==> src/rtl/usr_pkg.sv <==
`timescale 1ns / 1ps
package usr_pkg;
    localparam int STORE_DEPTH = 256;
    localparam int ADDR_W = 8;
    localparam int CNT_W = 9;
    localparam int CHUNK_BYTES = 16;
    localparam logic [1:0] KIND_PASS = 2'd0;
    localparam logic [1:0] KIND_SX7 = 2'd1;
    localparam logic [1:0] KIND_SX8 = 2'd2;
    localparam logic [2:0] REG_MASK = 3'd0;
    localparam logic [2:0] REG_SX7_EN = 3'd1;
    localparam logic [2:0] REG_SX8_EN = 3'd2;
    localparam logic [2:0] REG_SX7_LIM = 3'd3;
    localparam logic [2:0] REG_SX8_LIM = 3'd4;
    localparam logic [2:0] REG_PASS_EN = 3'd5;
    localparam logic [3:0] ST_COMPLETE = 4'd0;
    localparam logic [3:0] ST_START = 4'd1;
    localparam logic [3:0] ST_CONT = 4'd2;
    localparam logic [3:0] ST_END = 4'd3;
    localparam logic [4:0] NO_OWNER = 5'd31;

    typedef struct packed {
        logic [31:0] w3;
        logic [31:0] w2;
        logic [31:0] w1;
        logic [31:0] w0;
    } words_t;

    typedef struct packed {
        logic [8:0]   message_length;
        logic [4:0]   chunk_bytes;
        logic [2:0]   out_nwords;
        logic [31:0]  out_word3;
        logic [31:0]  out_word2;
        logic [31:0]  out_word1;
        logic [31:0]  out_word0;
        logic [7:0]   out_stream;
        logic [3:0]   out_group;
        logic [1:0]   out_kind;
        logic         last_of_run;
    } result_t;

    function automatic logic [2:0] words_of_type(input logic [3:0] mt);
        case (mt)
            4'h0, 4'h1, 4'h2, 4'h6, 4'h7: words_of_type = 3'd1;
            4'h3, 4'h4, 4'h8, 4'h9, 4'hA: words_of_type = 3'd2;
            4'hB, 4'hC: words_of_type = 3'd3;
            default: words_of_type = 3'd4;
        endcase
    endfunction
endpackage

==> src/rtl/ump_receive_sysex_reassembler.sv <==
`timescale 1ns / 1ps
// channel | dir | payload
// s_axis  | in  | tdata[127:0] = in_word0..in_word3, word0 lowest
// m_axis  | out | tdata[159:0] = kind, group, stream, out_word0..3, nwords,
//         |     |   chunk_bytes, message_length, lowest first; tlast = last_of_run
// cfg     | in  | cfg_we, cfg_index, cfg_data
// End reads the stored message back chunk by chunk, since the single store
// port reads one byte a cycle.
// Reset: async, active low; stores are not cleared.
// A result waits in the output register; only the next result stalls on it.
module ump_receive_sysex_reassembler
    import usr_pkg::*;
(
    input  logic         clk,
    input  logic         rst_n,
    input  logic         s_axis_tvalid,
    output logic         s_axis_tready,
    input  logic [127:0] s_axis_tdata,   // in_word0, in_word1, in_word2, in_word3
    output logic         m_axis_tvalid,
    input  logic         m_axis_tready,
    output logic [159:0] m_axis_tdata,   // kind, group, stream, out_word0..3, nwords,
                                         // chunk_bytes, message_length
    output logic         m_axis_tlast,   // last_of_run
    input  logic         cfg_we,
    input  logic [2:0]   cfg_index,
    input  logic [15:0]  cfg_data
);
    localparam logic [2:0] S_IDLE = 3'd0;
    localparam logic [2:0] S_DEC  = 3'd1;
    localparam logic [2:0] S_APP  = 3'd2;
    localparam logic [2:0] S_RD   = 3'd3;
    localparam logic [2:0] S_OUT  = 3'd4;

    logic [15:0] mask_reg;
    logic sx7_en_reg, sx8_en_reg, pass_en_reg;
    logic [8:0] lim7_reg, lim8_reg;
    logic [2:0] state_reg;
    words_t w_reg;
    logic [8:0] cnt7_reg, cnt8_reg;
    logic [4:0] own7_reg, own8_reg;
    logic [7:0] strm8_reg;
    logic sel8_reg, direct_reg, fin_reg;
    logic [3:0] nbytes_reg, bi_reg;
    logic [8:0] len_reg, off_reg;
    logic [4:0] ci_reg;
    logic [4:0] cb_reg;
    logic [127:0] acc_reg;
    logic [4:0] k_reg;
    logic [3:0] grp_reg;
    logic [7:0] sid_reg;
    result_t res_reg;
    logic ov_reg, rdv_reg;

    logic [3:0] mt, grp, st, nb;
    logic [127:0] pkt;
    logic [7:0] pbyte;
    logic [8:0] lim_eff, cnt_cur;
    logic [7:0] rd7, rd8, rdb;
    logic we7, we8;
    logic [7:0] waddr, raddr;
    logic more_chunks;

    assign mt = w_reg.w0[31:28];
    assign grp = w_reg.w0[27:24];
    assign st = w_reg.w0[23:20];
    assign nb = w_reg.w0[19:16];
    assign pkt = {w_reg.w0, w_reg.w1, w_reg.w2, w_reg.w3};
    // byte i of packet data: sx7 starts at pkt byte 2, sx8 at byte 3
    always_comb
    begin
        logic [3:0] pos;
        pos = sel8_reg ? 4'(bi_reg + 4'd3) : 4'(bi_reg + 4'd2);
        pbyte = pkt[127 - 8*pos -: 8];
        if (!sel8_reg)
        begin
            pbyte[7] = 1'b0;
        end
    end
    assign lim_eff = (sel8_reg ? lim8_reg : lim7_reg) > 9'(STORE_DEPTH) ?
                     9'(STORE_DEPTH) : (sel8_reg ? lim8_reg : lim7_reg);
    assign cnt_cur = sel8_reg ? cnt8_reg : cnt7_reg;
    assign waddr = cnt_cur[7:0];
    assign raddr = 8'(off_reg + 9'(ci_reg));
    assign we7 = state_reg == S_APP && !sel8_reg && bi_reg < nbytes_reg && cnt_cur < lim_eff;
    assign we8 = state_reg == S_APP && sel8_reg && bi_reg < nbytes_reg && cnt_cur < lim_eff;
    assign rdb = direct_reg ? pbyte : (sel8_reg ? rd8 : rd7);
    assign more_chunks = off_reg + 9'(cb_reg) < len_reg && k_reg < 5'd15;

    usr_store u_store7 (.clk(clk), .we(we7), .waddr(waddr), .wdata(pbyte),
                        .raddr(raddr), .rdata(rd7));
    usr_store u_store8 (.clk(clk), .we(we8), .waddr(waddr), .wdata(pbyte),
                        .raddr(raddr), .rdata(rd8));

    assign s_axis_tready = state_reg == S_IDLE;
    assign m_axis_tvalid = ov_reg;
    assign m_axis_tlast = res_reg.last_of_run;
    assign m_axis_tdata = {1'b0, res_reg.message_length, res_reg.chunk_bytes,
                           res_reg.out_nwords, res_reg.out_word3, res_reg.out_word2,
                           res_reg.out_word1, res_reg.out_word0, res_reg.out_stream,
                           res_reg.out_group, res_reg.out_kind};

    always_ff @(posedge clk or negedge rst_n)
    begin
        if (!rst_n)
        begin
            mask_reg <= 16'hFFFF; sx7_en_reg <= 1'b1; sx8_en_reg <= 1'b1;
            lim7_reg <= 9'd256; lim8_reg <= 9'd256; pass_en_reg <= 1'b1;
        end
        else if (cfg_we)
        begin
            unique case (cfg_index)
                REG_MASK:    mask_reg <= cfg_data;
                REG_SX7_EN:  sx7_en_reg <= cfg_data[0];
                REG_SX8_EN:  sx8_en_reg <= cfg_data[0];
                REG_SX7_LIM: lim7_reg <= cfg_data[8:0];
                REG_SX8_LIM: lim8_reg <= cfg_data[8:0];
                REG_PASS_EN: pass_en_reg <= cfg_data[0];
                default: ;
            endcase
        end
    end

    always_ff @(posedge clk or negedge rst_n)
    begin
        if (!rst_n)
        begin
            state_reg <= S_IDLE; ov_reg <= 1'b0;
            cnt7_reg <= '0; cnt8_reg <= '0; own7_reg <= NO_OWNER; own8_reg <= NO_OWNER;
            strm8_reg <= '0;
        end
        else
        begin
            if (ov_reg && m_axis_tready && state_reg != S_OUT)
            begin
                ov_reg <= 1'b0;
            end
            unique case (state_reg)
                S_IDLE:
                begin
                    if (s_axis_tvalid)
                    begin
                        w_reg <= s_axis_tdata;
                        state_reg <= S_DEC;
                    end
                end
                S_DEC:
                begin
                    bi_reg <= '0; ci_reg <= '0; off_reg <= '0; k_reg <= '0;
                    acc_reg <= '0; rdv_reg <= 1'b0; grp_reg <= grp;
                    sel8_reg <= mt == 4'h5;
                    fin_reg <= st == ST_END;
                    direct_reg <= st == ST_COMPLETE;
                    state_reg <= S_IDLE;
                    if (mt == 4'h3)
                    begin
                        nbytes_reg <= nb > 4'd6 ? 4'd6 : nb;
                        sid_reg <= '0;
                        if (sx7_en_reg)
                        begin
                            if (st == ST_COMPLETE)
                            begin
                                len_reg <= 9'(nb > 4'd6 ? 4'd6 : nb);
                                state_reg <= S_RD;
                            end
                            else if (st == ST_START || 5'(grp) == own7_reg)
                            begin
                                own7_reg <= 5'(grp);
                                if (st == ST_START) cnt7_reg <= '0;
                                state_reg <= S_APP;
                            end
                            else
                            begin
                                own7_reg <= 5'(grp); cnt7_reg <= '0;
                                state_reg <= st == ST_CONT ? S_IDLE : S_APP;
                            end
                        end
                    end
                    else if (mt == 4'h5)
                    begin
                        nbytes_reg <= nb > 4'd14 ? 4'd13 : (nb > 4'd1 ? nb - 4'd1 : 4'd0);
                        sid_reg <= w_reg.w0[15:8];
                        if (sx8_en_reg)
                        begin
                            if (st == ST_COMPLETE)
                            begin
                                len_reg <= 9'(nb > 4'd14 ? 4'd13 :
                                              (nb > 4'd1 ? nb - 4'd1 : 4'd0));
                                state_reg <= S_RD;
                            end
                            else if (st == ST_START ||
                                     (5'(grp) == own8_reg && w_reg.w0[15:8] == strm8_reg))
                            begin
                                own8_reg <= 5'(grp); strm8_reg <= w_reg.w0[15:8];
                                if (st == ST_START) cnt8_reg <= '0;
                                state_reg <= S_APP;
                            end
                            else
                            begin
                                own8_reg <= 5'(grp); strm8_reg <= w_reg.w0[15:8];
                                cnt8_reg <= '0;
                                state_reg <= st == ST_CONT ? S_IDLE : S_APP;
                            end
                        end
                    end
                    else if (pass_en_reg && (mt == 4'h0 || mt == 4'hF || mask_reg[grp]))
                    begin
                        state_reg <= S_OUT;
                    end
                end
                S_APP:
                begin
                    if (bi_reg < nbytes_reg)
                    begin
                        bi_reg <= bi_reg + 4'd1;
                        if (cnt_cur < lim_eff)
                        begin
                            if (sel8_reg) cnt8_reg <= cnt8_reg + 9'd1;
                            else cnt7_reg <= cnt7_reg + 9'd1;
                        end
                    end
                    else if (fin_reg)
                    begin
                        len_reg <= cnt_cur;
                        if (sel8_reg)
                        begin
                            sid_reg <= strm8_reg; cnt8_reg <= '0; own8_reg <= NO_OWNER;
                        end
                        else
                        begin
                            cnt7_reg <= '0; own7_reg <= NO_OWNER;
                        end
                        bi_reg <= '0;
                        state_reg <= S_RD;
                    end
                    else
                    begin
                        state_reg <= S_IDLE;
                    end
                end
                S_RD:
                begin
                    // direct: bi_reg walks packet bytes; store: read data comes back the cycle after its address
                    if (direct_reg)
                    begin
                        if (5'(bi_reg) < 5'(len_reg))
                        begin
                            acc_reg[127 - 8*bi_reg -: 8] <= rdb;
                            bi_reg <= bi_reg + 4'd1;
                        end
                        else
                        begin
                            cb_reg <= 5'(len_reg);
                            state_reg <= S_OUT;
                        end
                    end
                    else
                    begin
                        if (rdv_reg)
                        begin
                            acc_reg[127 - 8*4'(ci_reg - 5'd1) -: 8] <= rdb;
                        end
                        if (ci_reg < 5'd16 && off_reg + 9'(ci_reg) < len_reg)
                        begin
                            ci_reg <= ci_reg + 5'd1;
                            rdv_reg <= 1'b1;
                        end
                        else if (rdv_reg)
                        begin
                            rdv_reg <= 1'b0;
                        end
                        else
                        begin
                            cb_reg <= ci_reg;
                            state_reg <= S_OUT;
                        end
                    end
                end
                S_OUT:
                begin
                    if (!ov_reg || m_axis_tready)
                    begin
                        ov_reg <= 1'b1;
                        if (mt != 4'h3 && mt != 4'h5)
                        begin
                            res_reg.out_kind <= KIND_PASS;
                            res_reg.out_group <= grp;
                            res_reg.out_stream <= '0;
                            res_reg.out_word0 <= w_reg.w0;
                            res_reg.out_word1 <= words_of_type(mt) > 3'd1 ? w_reg.w1 : '0;
                            res_reg.out_word2 <= words_of_type(mt) > 3'd2 ? w_reg.w2 : '0;
                            res_reg.out_word3 <= words_of_type(mt) > 3'd3 ? w_reg.w3 : '0;
                            res_reg.out_nwords <= words_of_type(mt);
                            res_reg.chunk_bytes <= '0;
                            res_reg.message_length <= '0;
                            res_reg.last_of_run <= 1'b1;
                            state_reg <= S_IDLE;
                        end
                        else
                        begin
                            res_reg.out_kind <= sel8_reg ? KIND_SX8 : KIND_SX7;
                            res_reg.out_group <= grp_reg;
                            res_reg.out_stream <= sid_reg;
                            res_reg.out_word0 <= acc_reg[127:96];
                            res_reg.out_word1 <= acc_reg[95:64];
                            res_reg.out_word2 <= acc_reg[63:32];
                            res_reg.out_word3 <= acc_reg[31:0];
                            res_reg.out_nwords <= '0;
                            res_reg.chunk_bytes <= cb_reg;
                            res_reg.message_length <= len_reg;
                            res_reg.last_of_run <= !more_chunks;
                            k_reg <= k_reg + 5'd1;
                            off_reg <= off_reg + 9'(cb_reg);
                            acc_reg <= '0; ci_reg <= '0; bi_reg <= '0;
                            state_reg <= more_chunks ? S_RD : S_IDLE;
                        end
                    end
                end
                default: state_reg <= S_IDLE;
            endcase
        end
    end
endmodule

==> src/rtl/usr_store.sv <==
`timescale 1ns / 1ps
module usr_store
    import usr_pkg::*;
(
    input  logic              clk,
    input  logic              we,
    input  logic [ADDR_W-1:0] waddr,
    input  logic [7:0]        wdata,
    input  logic [ADDR_W-1:0] raddr,
    output logic [7:0]        rdata
);
    logic [7:0] mem [STORE_DEPTH];

    always_ff @(posedge clk)
    begin
        if (we)
        begin
            mem[waddr] <= wdata;
        end
        rdata <= mem[raddr];
    end
endmodule

==> config.mk <==
export PLATFORM = sky130hd
export DESIGN_NAME = ump_receive_sysex_reassembler
export DESIGN_NICKNAME = d
export VERILOG_FILES = /design/src/rtl/usr_pkg.sv /design/src/rtl/ump_receive_sysex_reassembler.sv /design/src/rtl/usr_store.sv
export SDC_FILE = /design/constraint.sdc
export NUM_CORES = 2
export LEC_CHECK = 0
export BUFFER_PORTS_ARGS = -buffer_cell sky130_fd_sc_hd__buf_2
export CAP_MARGIN = 40
export CORE_UTILIZATION = 60
export CTS_CLUSTER_DIAMETER = 40
export DETAILED_ROUTE_END_ITERATION = 6
export HOLD_SLACK_MARGIN = 0.12
export PLACE_DENSITY = 0.79
export SYNTH_ARGS = -nofsm -noshare
export SYNTH_HDL_FRONTEND = slang
export SYNTH_HIERARCHICAL = 1
export SYNTH_MEMORY_MAX_BITS = 65536
export SYNTH_SLANG_ARGS = --single-unit
==> constraint.sdc <==
create_clock -name clk -period 18.3 [get_ports clk]
set_input_delay 5.49 -clock clk [delete_from_list [all_inputs] [get_ports clk]]
set_output_delay 5.49 -clock clk [all_outputs]
set_load 0.005 [all_outputs]
# After elaboration in Yosys (flattened, before gate mapping)
# Memory sizes are Yosys's and may differ from the RTL's. A register that Yosys moved wholly into a read port is not among the register bits.
# Index checks and enable logic that the tools add are counted.
[op_classes]
n_eq_ne = 54
n_mux = 146
n_addsub = 17
bitwise = 2
reduce_logical = 56
magnitude_cmp = 15
n_shift = 5
[ops]
columns = ["operator", "count"]
rows = [
  ["128-bit two-way mux", 5],
  ["128-bit one-hot mux with 3 select lines", 1],
  ["9-bit two-way mux", 35],
  ["8-bit by 34-bit variable shift with 135-bit output, first input constant", 2],
  ["8-bit by 34-bit indexed part select with 135-bit output", 2],
  ["128-bit bitwise mux", 2],
  ["143-bit two-way mux", 1],
  ["135-bit by 33-bit indexed part select with 8-bit output", 1],
  ["5-bit two-way mux", 22],
  ["32-bit two-way mux", 3],
  ["9-bit one-hot mux with 2 select lines", 4],
  ["32-bit negator with 34-bit output", 2],
  ["4-bit two-way mux", 16],
  ["3-bit two-way mux", 19],
  ["8-bit two-way mux", 7],
  ["2-bit inequality test, second input constant", 21],
  ["3-bit inequality test, second input constant", 11],
  ["5-bit one-hot mux with 2 select lines", 3],
  ["9-bit less-than comparator", 3],
  ["6-bit AND reduction", 4],
  ["8-bit AND reduction", 3],
  ["7-bit by 7-bit subtractor with 8-bit output, first input constant", 3],
  ["2-bit two-way mux", 11],
  ["9-bit by 1-bit adder with 9-bit output, second input constant", 2],
  ["51 further kinds", 112],
]
[word_totals]
word_cells = 342
mem_bits_rw = 4096
out_inout_bits = 163
regBits = 547
n_memories = 6
rom_bits = 192
[memory_table]
columns = ["name", "words", "width", "rd", "rd_clocked_by_memory_dff", "write_ports", "line_no", "source"]
rows = [
  ["u_store7.mem", 256, 8, 1, 1, 1, "usr_store.sv:12", "logic [7:0] mem [STORE_DEPTH];"],
  ["u_store8.mem", 256, 8, 1, 1, 1, "usr_store.sv:12", ""],
  ["(name not given)", 16, 3, 1, 1, 0, "usr_pkg.sv:44", "case (mt)"],
  ["(name not given)", 16, 3, 1, 1, 0, "usr_pkg.sv:44", ""],
  ["(name not given)", 16, 3, 1, 1, 0, "usr_pkg.sv:44", ""],
  ["(name not given)", 16, 3, 1, 1, 0, "usr_pkg.sv:44", ""],
]

# Depth between registers and ports, before layout
[depth]
depth_word = 11
depth_mapped = 17
depth_no_buf = 15

# Hierarchy
# The synthesis kept the hierarchy.
[modules_own_cells]
columns = ["module", "n_inst", "seq_area_each_um2", "cells_per_inst", "area_each_um2"]
rows = [
  ["usr_store", 2, 61659.1, 3733, 79556.3],
  ["ump_receive_sysex_reassembler", 1, 16229.3, 2299, 27707.8],
]

# Worst setup path before layout
# OpenSTA, ideal clock, no wires.
[synth_timing]
path_type = "input to register"
startpoint = "input rst_n"
endpoint = "register res_reg (netlist bit m_axis_tdata[0]) (enable)"
n_path_buf = 1
cell_stages = 2
arrival_ps = 17307
setup_slack_ps = 85
cell_sequence = "clkbuf_1 > nor3b_1"
[synth_between]
elab_chain_cells = 1
[synth_rtl]
columns = ["element", "line_no", "source"]
rows = [
  ["start: declaration", "ump_receive_sysex_reassembler.sv:15", "input logic rst_n,"],
  ["3-bit AND reduction (no line)", "--", ""],
  ["end: declaration", "ump_receive_sysex_reassembler.sv:51", "result_t res_reg;"],
]
# Every way passes these cells.
# A chain may end at the register's enable or synchronous reset.

# Worst setup path after layout
[layout_timing]
startpoint = "register state_reg[2]"
endpoint = "output s_axis_tready"
[layout_between]
elab_chain_cells = 1
[layout_rtl]
columns = ["element", "line_no", "source"]
rows = [
  ["start: declaration", "ump_receive_sysex_reassembler.sv:37", "logic [2:0] state_reg;"],
  ["start signal: assignment", "ump_receive_sysex_reassembler.sv:174", "state_reg <= st == ST_CONT ? S_IDLE : S_APP;"],
  ["start signal: assignment", "ump_receive_sysex_reassembler.sv:201", "state_reg <= st == ST_CONT ? S_IDLE : S_APP;"],
  ["start signal: assignment", "ump_receive_sysex_reassembler.sv:314", "state_reg <= more_chunks ? S_RD : S_IDLE;"],
  ["3-bit zero test", "ump_receive_sysex_reassembler.sv:94", "assign s_axis_tready = state_reg == S_IDLE;"],
  ["end: declaration", "ump_receive_sysex_reassembler.sv:17", "output logic s_axis_tready,"],
]
# Every way passes these cells.

==> flow_summary.toml <==
[layout]
utilization = 0.681
drive_above_1_share = 0.238
final_net_count = 10500
postLayoutCellArea_mm2 = 0.211
syn_to_final_growth_pct = 12.8
instances_no_fill = 14800

[synth]
synthTopCellsByArea = "edfxtp_1, mux4_2, mux2i_1, nor2_1, a22oi_1"
synth-edff-count = 4569
post_synth.cell_area_avg_um2 = 19.1
synth.ff_latch_count = 4665
netlist-cell-type-count = 94
leading_post_synthesis_cells_by_instance_count = "edfxtp_1, mux4_2, nor2_1"
synth_cells = 9765
synth_warnings = 6
net_count_after_synthesis = 9980
synth.most_common_cell = "edfxtp_1"
postSynth.asyncResetShare = 0.0165
synth_flop_cell = "edfxtp_1"
yosys.area.top_type_share = 0.734
synth_sequential_area_ratio = 0.747
netlist_area_mm2 = 0.187
yosysTopAreaCell = "edfxtp_1"

[worst_hold_path]
hold-path-cell-count = 2
min-delay-path-class = "flop to flop"

[global_routing]
grt_first_pass_wirelength_mm = 725
overflow = 0
grt_start_max_net_pins = 229
initial_antenna_violation_count = 22
grt.total_usage = 0.319
grt_pass1_vias = 104000

[detailed_routing]
routed_wirelength_mm = 506
ant_nets = 0
drc = 54
drc_marker_count_from_the_first_detailed_route_iteration = 16600
wl_per_cell_um = 34.1
drt_first_pass_iters = 7
routed_via_density = 7.08
vias = 105000

[power]
total_leakage_power_nw = 67.8
vdd_drop_max_v = 0.000296
p_per_area_mw_per_mm2 = 179
power_mw = 37.8

[setup_path]
critical_path_required_ns = 12.81
critical_path.startpoint_type = "flop"
cp_data_arrival_time_ns = 2.46
crit_type = "flop to output pin"
critical_path_peak_fanout = 15
worst-r2r-cell-count = 11
worst_setup_path_end_kind = "output pin"
cells_along_the_critical_path = "nor3_1 > buf_2"
slowest_stage = "nor3_1"
cpPeakStageDelay_ns = 0.67

[timing]
finish_stage_setup_viols = 0
skew_ns = 0.0763
fin_tns_setup_ns = 0
fmax_ghz = 0.126
minimum_clock_period_after_layout_ns = 7.95
final-max-slew-violation-count = 0
final_period_util = 0.434
setup_repair_after_global_routing_missed_its_margin = "no"
worst-slew-pin-transition_ns = 1.21
hold_violations = 0
slew_headroom = 0.192

[clock_network]
postCtsSetupRepairBufs = 0
tritoncts.num_buffers = 533
clock_tree.buffer_depth = 4
clk_latency_ns = 1.03
cts.sink_count = 4665
cts-htree-levels = 6
post_cts_resize_count = 0
cts.reportedPaths.clkPinSlew_ns = 0.06
clock_tree_from_tritoncts = "done"
hold_buffers = 0
clock-root-buffer = "clkbuf_16"

[status]
failed_checks = "design-rule violations"
outcome = "finished with violations"

[placement]
placed_cells = 13800
routabilityCongestion = 0.964
post_dp_cell_area_mm2 = 0.193
dp_hpwl_mm = 293
port_buffers = 313

[floorplan]
core_area_mm2 = 0.309
die_height_um = 560
die_x_um = 560
design.die.area_mm2 = 0.314
initial_standard_cell_utilization_of_the_core = 0.604
io_pins = 315
std_cell_rows = 204

[flow_run]
max-cap-violations = 0
[metrics by stage]
| stage | worst slack, ns | hold WS (ns) |
|---|---|---|
| 2_1_floorplan | 0.0847 | 0.424 |
| 4_1_cts | 10.37 | 0.472 |
| 6_report | 10.35 | 0.472 |
| 3_3_place_gp | 9.35 | 0.449 |
| 5_1_grt | 10.15 | 0.492 |
| 3_5_place_dp | 9.37 | 0.464 |
[report_power, final]
part           switching (mW)  internal (mW)
combinational            8.38           3.60
clock                    4.39           6.28
sequential              0.278           14.9
total                    13.1           24.8
[critical path, delay by kind of cell (launching register included)]
| family | cells | cell delay [ns] |
|---|---|---|
| buffers and inverters | 1 | 0.25 |
| DFF | 1 | 0.52 |
| and+or+nand+nor | 1 | 0.67 |
[routing by layer]
layer	vias to the layer above	global-route usage	wire length, um
li1	41100	-	-
met1	53200	0.410	169000
met2	8871	0.507	241000
met3	1710	0.0810	64300
met4	20	0.169	31100
met5	-	0	118
[cell type report]
| cell class | count | area (um2) |
|---|---|---|
| diodes | 12 | 30.0 |
| clock buffers | 628 | 14100 |
| clock inverters | 328 | 3610 |
| fillers | 18000 | 98600 |
| inverters | 41 | 206 |
| multi-input cells | 4458 | 43900 |
| flip-flops and latches | 4665 | 140000 |
| well taps | 4120 | 5150 |
| repair buffers | 564 | 4290 |
[final timing paths]
check / start / endpoint / slack (ns)
worst max-delay path: state_reg[2] / s_axis_tready / 10.35
worst min-delay path: own8_reg[4] / own8_reg[4] / 0.47
worst max register to register: ci_reg[0] / u_store8/rdata[7] / 11.21
worst min register to register: own8_reg[4] / own8_reg[4] / 0.47
max in group asynchronous: rst_n / cnt8_reg[2] / 12.82
min in group asynchronous: rst_n / lim8_reg[0] / 4.42
[cells by family (layout without fill, tap and decap cells)]
group,Yosys count,in the layout,synth area share
AO/OA/AOI/OAI,1197,1197,0.0445
other,1,13,0.0000201
XOR/XNOR,42,42,0.00205
flip-flops,4665,4665,0.747
multiplexers,1366,1366,0.139
buffers and inverters,642,1561,0.0196
AND/OR/NAND/NOR,1789,1789,0.0431
adder cells (fa/ha/maj),63,63,0.00430
[placed cells by master (no fill, tap or decap), drive strengths merged, types with 185 or more instances in the layout]
cell type	count
mux4	976
nand3	201
nor2	710
a21oi	242
buf	553
nand2	466
edfxtp	4569
clkbuf	631
a22oi	349
clkinv	185
mux2i	320
No activity file was read; power rests on OpenSTA's default activity.
